`config.mk`:
```
export PLATFORM = sky130hd
export DESIGN_NAME = binary_min_heap_priority_queue_top
export DESIGN_NICKNAME = d
export VERILOG_FILES = /design/src/hdl/bmhpq_pkg.sv /design/src/hdl/bmhpq_store.sv /design/src/hdl/binary_min_heap_priority_queue_top.sv
export SDC_FILE = /design/constraint.sdc
export NUM_CORES = 2
export LEC_CHECK = 0
export BUFFER_PORTS_ARGS = -buffer_cell sky130_fd_sc_hd__buf_2
export CAP_MARGIN = 10
export CORE_ASPECT_RATIO = 0.6
export CORE_UTILIZATION = 55
export DETAILED_ROUTE_END_ITERATION = 10
export GPL_TIMING_DRIVEN = 1
export PLACE_DENSITY = 0.79
export SETUP_SLACK_MARGIN = 0.05
export SYNTH_ARGS = -nofsm -noshare
export SYNTH_HDL_FRONTEND = slang
export SYNTH_SLANG_ARGS = --single-unit
```
`constraint.sdc`:
```
create_clock -name clk_i -period 8.05 [get_ports clk_i]
set_input_delay 0.805 -clock clk_i [delete_from_list [all_inputs] [get_ports clk_i]]
set_output_delay 0.805 -clock clk_i [all_outputs]
set_load 0.005 [all_outputs]
```
`src/hdl/bmhpq_pkg.sv`:
```
// types, constants and helpers shared by the binary min-heap priority queue
package bmhpq_pkg;

  localparam int unsigned CAPACITY  = 64;
  localparam int unsigned TAG_BITS  = 16;
  localparam int unsigned PRIO_BITS = 16;
  localparam int unsigned ADDR_W    = $clog2(CAPACITY);
  localparam int unsigned CNT_W     = $clog2(CAPACITY + 1);

  localparam logic REQ_INSERT = 1'b0;
  localparam logic REQ_REMOVE = 1'b1;

  localparam logic [1:0] ST_INSERTED = 2'd0;
  localparam logic [1:0] ST_REMOVED  = 2'd1;
  localparam logic [1:0] ST_FULL     = 2'd2;
  localparam logic [1:0] ST_EMPTY    = 2'd3;

  typedef struct packed {
    logic                        req_type;
    logic [TAG_BITS-1:0]         in_tag;
    logic signed [PRIO_BITS-1:0] in_prio;
  } req_t;

  typedef struct packed {
    logic [TAG_BITS-1:0]         out_tag;
    logic signed [PRIO_BITS-1:0] out_prio;
    logic [1:0]                  status;
    logic [CNT_W-1:0]            fill_count;
  } rsp_t;

  typedef struct packed {
    logic [TAG_BITS-1:0]         tag;
    logic signed [PRIO_BITS-1:0] prio;
  } entry_t;

  typedef struct packed {
    logic              we;
    logic [ADDR_W-1:0] waddr;
    entry_t            wentry;
    logic [ADDR_W-1:0] raddr;
  } mem_cmd_t;

  // signed priority compare, strictly greater
  function automatic logic prio_gt(logic signed [PRIO_BITS-1:0] a,
                                   logic signed [PRIO_BITS-1:0] b);
    return a > b;
  endfunction

endpackage

```
`src/hdl/bmhpq_store.sv`:
```
// heap entry memory: one write port, one read port with registered read data
module bmhpq_store (
  input  logic                clk_i,
  input  bmhpq_pkg::mem_cmd_t cmd_i,
  output bmhpq_pkg::entry_t   rdata_o
);
  import bmhpq_pkg::*;

  entry_t mem [CAPACITY];
  entry_t rdata_q;

  always_ff @(posedge clk_i) begin
    if (cmd_i.we) begin
      mem[cmd_i.waddr] <= cmd_i.wentry;
    end
    rdata_q <= mem[cmd_i.raddr];
  end

  assign rdata_o = rdata_q;

endmodule

```
`src/hdl/binary_min_heap_priority_queue_top.sv`:
```
// binary min-heap priority queue: request sequencer around the heap memory
//
// Usage: drive req_i and raise start_i while busy_o is low; that edge takes the
// transaction. req_type insert stores (in_tag, in_prio); remove returns the
// entry with the smallest priority, ties leaving in heap order.
// Exactly one result per transaction: done_o is high for one cycle with rsp_o
// carrying tag, priority, status and the entry count after the request.
// The receiver cannot stall; the result must be taken in that cycle.
// A full insert or an empty remove is answered straight from the idle state. An
// insert climbs from the new leaf one level at a time, reading the parent and
// comparing. A remove reads the root, then the last entry, which then sinks one
// level at a time, reading the left and the right child and comparing, until it
// stops above a leaf or reaches one.
// The pace is set by the single read port of the heap memory: every heap level
// costs one registered read on an insert and two on a remove, plus the compare.
// busy_o falls in the cycle that shows done_o, so the next transaction can be
// accepted while the result is presented.
// Reset clears the state, the done flag and the entry count; the memory content
// is never cleared, since only data from places that were written is ever used.
module binary_min_heap_priority_queue_top (
  input  logic            clk_i,
  input  logic            rst_ni,
  input  logic            start_i,
  input  bmhpq_pkg::req_t req_i,
  output logic            busy_o,
  output logic            done_o,
  output bmhpq_pkg::rsp_t rsp_o
);
  import bmhpq_pkg::*;

  localparam logic [2:0] S_IDLE    = 3'd0;
  localparam logic [2:0] S_UP      = 3'd1;
  localparam logic [2:0] S_UP_CMP  = 3'd2;
  localparam logic [2:0] S_DN_ROOT = 3'd3;
  localparam logic [2:0] S_DN_LAST = 3'd4;
  localparam logic [2:0] S_DN_L    = 3'd5;
  localparam logic [2:0] S_DN_R    = 3'd6;
  localparam logic [2:0] S_DN_CMP  = 3'd7;

  logic [2:0]       state_q, state_d;
  logic [CNT_W-1:0] count_q, count_d;
  logic [CNT_W-1:0] pos_q, pos_d;
  logic             done_q, done_d;
  logic             has_right_q, has_right_d;
  entry_t           item_q, item_d;
  entry_t           left_q, left_d;
  rsp_t             rsp_q, rsp_d;

  mem_cmd_t         mem_cmd;
  entry_t           rdata;

  logic [CNT_W-1:0] pos_m1;
  logic [CNT_W-1:0] parent;
  logic [CNT_W-1:0] parent_m1;
  logic [CNT_W-1:0] cnt_m1;
  logic [CNT_W:0]   child;
  logic [CNT_W:0]   child_m1;
  logic [CNT_W:0]   cpos;
  logic [CNT_W:0]   count_ext;
  logic             take_right;
  entry_t           cand;

  bmhpq_store u_store (
    .clk_i   (clk_i),
    .cmd_i   (mem_cmd),
    .rdata_o (rdata)
  );

  assign pos_m1     = pos_q - 1'b1;
  assign parent     = pos_q >> 1;
  assign parent_m1  = parent - 1'b1;
  assign cnt_m1     = count_q - 1'b1;
  assign child      = {pos_q, 1'b0};
  assign child_m1   = child - 1'b1;
  assign count_ext  = {1'b0, count_q};
  assign take_right = has_right_q && prio_gt(left_q.prio, rdata.prio);
  assign cand       = take_right ? rdata : left_q;
  assign cpos       = child + {{CNT_W{1'b0}}, take_right};

  always_comb begin
    state_d     = state_q;
    count_d     = count_q;
    pos_d       = pos_q;
    item_d      = item_q;
    left_d      = left_q;
    has_right_d = has_right_q;
    rsp_d       = rsp_q;
    done_d      = 1'b0;
    mem_cmd     = '0;

    case (state_q)
      S_IDLE: begin
        if (start_i) begin
          item_d         = '{tag: req_i.in_tag, prio: req_i.in_prio};
          rsp_d.out_tag  = '0;
          rsp_d.out_prio = '0;
          if (req_i.req_type == REQ_INSERT) begin
            if (count_q == CNT_W'(CAPACITY)) begin
              rsp_d.status     = ST_FULL;
              rsp_d.fill_count = count_q;
              done_d           = 1'b1;
            end else begin
              rsp_d.status = ST_INSERTED;
              count_d      = count_q + 1'b1;
              pos_d        = count_q + 1'b1;
              state_d      = S_UP;
            end
          end else begin
            if (count_q == '0) begin
              rsp_d.status     = ST_EMPTY;
              rsp_d.fill_count = count_q;
              done_d           = 1'b1;
            end else begin
              rsp_d.status  = ST_REMOVED;
              mem_cmd.raddr = '0;
              state_d       = S_DN_ROOT;
            end
          end
        end
      end
      S_UP: begin
        if (pos_q == CNT_W'(1)) begin
          mem_cmd.we       = 1'b1;
          mem_cmd.waddr    = pos_m1[ADDR_W-1:0];
          mem_cmd.wentry   = item_q;
          rsp_d.fill_count = count_q;
          done_d           = 1'b1;
          state_d          = S_IDLE;
        end else begin
          mem_cmd.raddr = parent_m1[ADDR_W-1:0];
          state_d       = S_UP_CMP;
        end
      end
      S_UP_CMP: begin
        mem_cmd.we    = 1'b1;
        mem_cmd.waddr = pos_m1[ADDR_W-1:0];
        if (prio_gt(rdata.prio, item_q.prio)) begin
          // parent moves down into the hole
          mem_cmd.wentry = rdata;
          pos_d          = parent;
          state_d        = S_UP;
        end else begin
          mem_cmd.wentry   = item_q;
          rsp_d.fill_count = count_q;
          done_d           = 1'b1;
          state_d          = S_IDLE;
        end
      end
      S_DN_ROOT: begin
        rsp_d.out_tag  = rdata.tag;
        rsp_d.out_prio = rdata.prio;
        mem_cmd.raddr  = cnt_m1[ADDR_W-1:0];
        count_d        = cnt_m1;
        state_d        = S_DN_LAST;
      end
      S_DN_LAST: begin
        item_d = rdata;
        if (count_q == '0) begin
          rsp_d.fill_count = count_q;
          done_d           = 1'b1;
          state_d          = S_IDLE;
        end else begin
          pos_d   = CNT_W'(1);
          state_d = S_DN_L;
        end
      end
      S_DN_L: begin
        if (child > count_ext) begin
          mem_cmd.we       = 1'b1;
          mem_cmd.waddr    = pos_m1[ADDR_W-1:0];
          mem_cmd.wentry   = item_q;
          rsp_d.fill_count = count_q;
          done_d           = 1'b1;
          state_d          = S_IDLE;
        end else begin
          mem_cmd.raddr = child_m1[ADDR_W-1:0];
          state_d       = S_DN_R;
        end
      end
      S_DN_R: begin
        left_d        = rdata;
        has_right_d   = child < count_ext;
        // right child sits at address child (1-based child + 1)
        mem_cmd.raddr = child[ADDR_W-1:0];
        state_d       = S_DN_CMP;
      end
      S_DN_CMP: begin
        mem_cmd.we    = 1'b1;
        mem_cmd.waddr = pos_m1[ADDR_W-1:0];
        if (prio_gt(item_q.prio, cand.prio)) begin
          mem_cmd.wentry = cand;
          pos_d          = cpos[CNT_W-1:0];
          state_d        = S_DN_L;
        end else begin
          mem_cmd.wentry   = item_q;
          rsp_d.fill_count = count_q;
          done_d           = 1'b1;
          state_d          = S_IDLE;
        end
      end
      default: begin
        state_d = S_IDLE;
      end
    endcase
  end

  always_ff @(posedge clk_i or negedge rst_ni) begin
    if (!rst_ni) begin
      state_q <= S_IDLE;
      count_q <= '0;
      done_q  <= 1'b0;
    end else begin
      state_q <= state_d;
      count_q <= count_d;
      done_q  <= done_d;
    end
  end

  always_ff @(posedge clk_i) begin
    pos_q       <= pos_d;
    item_q      <= item_d;
    left_q      <= left_d;
    has_right_q <= has_right_d;
    rsp_q       <= rsp_d;
  end

  assign busy_o = (state_q != S_IDLE);
  assign done_o = done_q;
  assign rsp_o  = rsp_q;

  a_count_bound : assert property (@(posedge clk_i) disable iff (!rst_ni)
    count_q <= CNT_W'(CAPACITY))
    else $error("entry count beyond capacity");

  a_fill_matches : assert property (@(posedge clk_i) disable iff (!rst_ni)
    done_o |-> rsp_o.fill_count == count_q)
    else $error("reported fill count differs from entry count");

  a_insert_nonempty : assert property (@(posedge clk_i) disable iff (!rst_ni)
    done_o && rsp_o.status == ST_INSERTED |-> rsp_o.fill_count != '0)
    else $error("insert reported with empty heap");

  a_idle_no_write : assert property (@(posedge clk_i) disable iff (!rst_ni)
    state_q == S_IDLE |-> !mem_cmd.we)
    else $error("heap memory written while idle");

  a_accept_progress : assert property (@(posedge clk_i) disable iff (!rst_ni)
    start_i && !busy_o |=> busy_o || done_o)
    else $error("accepted transaction neither busy nor answered");

endmodule

```
==> impl_metrics.env <==
export IMPL_die_area_mm2=0.1648
export IMPL_synth_distinct_cells=81
export IMPL_overflow=0
export IMPL_maxSlewHeadroom=0.09233
export IMPL_hold_start="req_i[7]"
export IMPL_fin_nets=6249
export IMPL_drt_wl_total_um=280200
export IMPL_crit_path_cell_trace="inv_1 > ha_1 > nor2b_1 > o21a_1 > o21ai_0 > a211oi_1 > nor3_1 > a311o_2 > mux2i_1 > ha_1 > a21o_1 > a21o_1 > a211oi_1 > o31ai_1 > nor4_1 > nor3b_1 > nor4_2 > buf_12 > o221ai_4 > buf_4"
export IMPL_grt_pass1_wl_um=397900
export IMPL_syn_area_mm2=0.08973
export IMPL_slew_viol_final=0
export IMPL_synth_largest_area_cell="edfxtp_1"
export IMPL_cp_depth=20
export IMPL_skew_ps=40.80
export IMPL_cts_max_level=4
export IMPL_r2r_start="u_store.rdata_o[1]"
export IMPL_syn_inst=6214
export IMPL_post_route_period_util=0.8586
export IMPL_portBuffers=78
export IMPL_report_final_setup_viol=0
export IMPL_finalSetupTns_ps=0
export IMPL_cap_violations=0
export IMPL_ys_flop_type="edfxtp_1"
export IMPL_n_fill_cell=11270
export IMPL_max_freq_mhz=144.7
export IMPL_required_ps=8590
export IMPL_dp_cells=8110
export IMPL_syn_nets=6310
export IMPL_vias=61280
export IMPL_cts_tree="built"
export IMPL_drt_iter0_drc=12240
export IMPL_layout_drive_gt1_share=0.1082
export IMPL_avgSynthCellArea_um2=14.44
export IMPL_synth_common_cells="edfxtp_1, nand2_1, a211oi_1"
export IMPL_clock_latency_ps=840
export IMPL_critPathMaxStageDelay_ps=640
export IMPL_synth_area_leaders="edfxtp_1, a211oi_1, nand2_1, and3_1, a311oi_1"
export IMPL_worst_pin_slew_ps=1358
export IMPL_antenna_found_initial=9
export IMPL_finalHoldViolCount=0
export IMPL_critPathLaunchType="flip-flop"
export IMPL_ir_worst_vdd_mv=0.3897
export IMPL_crit_path_top_delay_cell="a311o_2"
export IMPL_reg2regPathDepth=20
export IMPL_drtAntennaViolNets=0
export IMPL_wire_per_inst_um=33.17
export IMPL_min_to="item_q[7]"
export IMPL_cp_arrival_ps=7450
export IMPL_cpLargestDelayFamily="compound AO/OA/AOI/OAI gates"
export IMPL_fp_dieH_um=314.9
export IMPL_timing_rr_end="u_store.mem[53][10]"
export IMPL_initial_utilization=0.5557
export IMPL_p_per_area_mw_per_mm2=437.3
export IMPL_hold_depth=3
export IMPL_grt_usage=0.3329
export IMPL_critPathBufInv=3
export IMPL_synthArstFlopShare=0.004991
export IMPL_core_rowCount=114
export IMPL_gp_congestion=0.9232
export IMPL_grt_max_degree=159
export IMPL_outcome="completed"
export IMPL_io_pins=79
export IMPL_rsz0062_at_grt="no"
export IMPL_synth_top_cell_area_share=0.7232
export IMPL_worst_setup_path_type="flip-flop to flip-flop"
export IMPL_end_kind="flip-flop"
export IMPL_viasPerCell=7.252
export IMPL_fin_cells=8449
export IMPL_first_global_vias=56290
export IMPL_path_max_fanout=49
export IMPL_ys_ff_latch=2204
export IMPL_ys_seq_area_frac=0.7334
export IMPL_min_period_ps=6911
export IMPL_post_route_util=0.6154
export IMPL_synth_warnings=0
export IMPL_dieWidth_um=523.4
export IMPL_clk_path_buf_depth=4
export IMPL_drt_first_pass_iters=9
export IMPL_place_hpwl_um=151100
export IMPL_drc=0
export IMPL_clock_sinks=2204
export IMPL_p_leak_nw=32.17
export IMPL_path_clk_slew_ps=70
export IMPL_area_growth_pct=10.75
export IMPL_coreArea_mm2=0.1615
export IMPL_rrSetupSlack_ps=1140
export IMPL_cts_root_buf="clkbuf_16"
export IMPL_yosysMostFrequentCell="edfxtp_1"
export IMPL_synth_edff_count=2161
export IMPL_hp_class="primary input to flip-flop"
export IMPL_cts_buffers=186
==> kinds of logic after synthesis <==
logic type / count (synthesis) / synth area share
flops: 2204 / 0.7334
compound gates: 1907 / 0.1535
simple gates: 1399 / 0.07353
buf+inv: 605 / 0.02711
fa+ha+maj: 60 / 0.008367
xor+xnor: 22 / 0.002148
mux: 17 / 0.001896
==> area by class of cell <==
| type | instances | area (um2) | share of cell area |
|---|---|---|---|
| Antenna cell | 11 | 27.53 | 0.0002770 |
| Timing Repair Buffer | 271 | 2042 | 0.02055 |
| Tap cell | 2146 | 2685 | 0.02702 |
| Clock buffer | 240 | 4992 | 0.05024 |
| Sequential cell | 2204 | 65810 | 0.6622 |
| Multi-Input combinational cell | 3405 | 22700 | 0.2285 |
| Clock inverter | 87 | 794.5 | 0.007995 |
| Inverter | 85 | 319.1 | 0.003211 |
==> sequential cells by signal (all words and copies together), names as in the netlist <==
name and cells:
left_q 32, u_store.mem 2048, done_o 1, count_q 7, has_right_q 1, state_q 3
rsp_o 41, pos_q 7, u_store.rdata_o 32, item_q 32
==> power by group <==
group,switching [W],internal [W]
Combinational,0.0137,0.00485
Clock,0.00411,0.00483
Sequential,0.000451,0.0155
Total,0.0183,0.0252
==> layout by cell type, fill, tap and decap left out, drive strengths merged, types with 15 or more instances in the layout <==
| master | Yosys | layout |
|---|---|---|
| edfxtp | 2161 | 2161 |
| buf | 143 | 270 |
| o41ai | 64 | 64 |
| ha | 60 | 60 |
| o21ai | 182 | 182 |
| mux2i | 17 | 17 |
| inv | 85 | 88 |
| clkinv | 0 | 64 |
| a21o | 19 | 19 |
| a21oi | 288 | 288 |
| a21boi | 65 | 65 |
| a211oi | 525 | 525 |
| nand3 | 33 | 33 |
| dfxtp | 32 | 32 |
| nor2 | 144 | 144 |
| o31ai | 34 | 34 |
| nor3 | 15 | 15 |
| and3 | 385 | 385 |
| a22oi | 64 | 64 |
| a22o | 38 | 38 |
| a41o | 32 | 32 |
| a31oi | 196 | 196 |
| clkbuf | 377 | 240 |
| a211o | 131 | 131 |
| xnor2 | 19 | 19 |
| nand4 | 41 | 41 |
| o221ai | 33 | 33 |
| nand2 | 732 | 732 |
| a311oi | 195 | 195 |
==> through the flow <==
step / total power [W] / setup WS (ps) / hold slack, ps / instance area [um2]
2_1_floorplan: 0.02714 / 1249 / 408.2 / 89730
3_3_place_gp: 0.03338 / 1293 / 416.2 / 93550
3_5_place_dp: 0.03383 / 1286 / 420.3 / 93550
4_1_cts: 0.04264 / 1223 / 265.3 / 99340
5_1_grt: 0.04455 / 760.0 / 285.5 / 99350
6_report: 0.04345 / 1139 / 293.5 / 99370
==> metal layers <==
metal | up-vias | GRT usage | share of wire
met3 | 817 | 0.1211 | 0.18
met5 | - | 0.004025 | 0.000093
li1 | 24590 | - | -
met2 | 6078 | 0.4459 | 0.40
met1 | 29790 | 0.4936 | 0.37
met4 | 4 | 0.1264 | 0.044
==> repair_timing <==
| action | 4_1_cts | 5_1_grt |
|---|---|---|
| endpoints found under the hold margin | 11 | 0 |
| buffers inserted | 0 | 0 |
| gates resized for setup | 0 | 0 |
| hold buffers | 1 | 0 |
==> tightest hold or removal path: cells and delay by family <==
kind                   cells  cell delay, ps
buffers and inverters      1              80
AO/OA/AOI/OAI              1              60
AND/OR/NAND/NOR            1              50
==> how the worst max path moves through the flow <==
stage / from / end / slack, ps
4_1_cts: u_store.rdata_o[1] / u_store.mem[49][10] / 1220
2_1_floorplan: u_store.rdata_o[5] / u_store.mem[0][16] / 1250
5_1_grt: u_store.rdata_o[1] / u_store.mem[63][10] / 760
3_5_place_dp: u_store.rdata_o[1] / u_store.mem[61][10] / 1290
3_3_place_gp: u_store.rdata_o[1] / u_store.mem[52][13] / 1290
6_report: u_store.rdata_o[1] / u_store.mem[53][10] / 1140
Note: power is estimated with default switching activity, not from simulation.
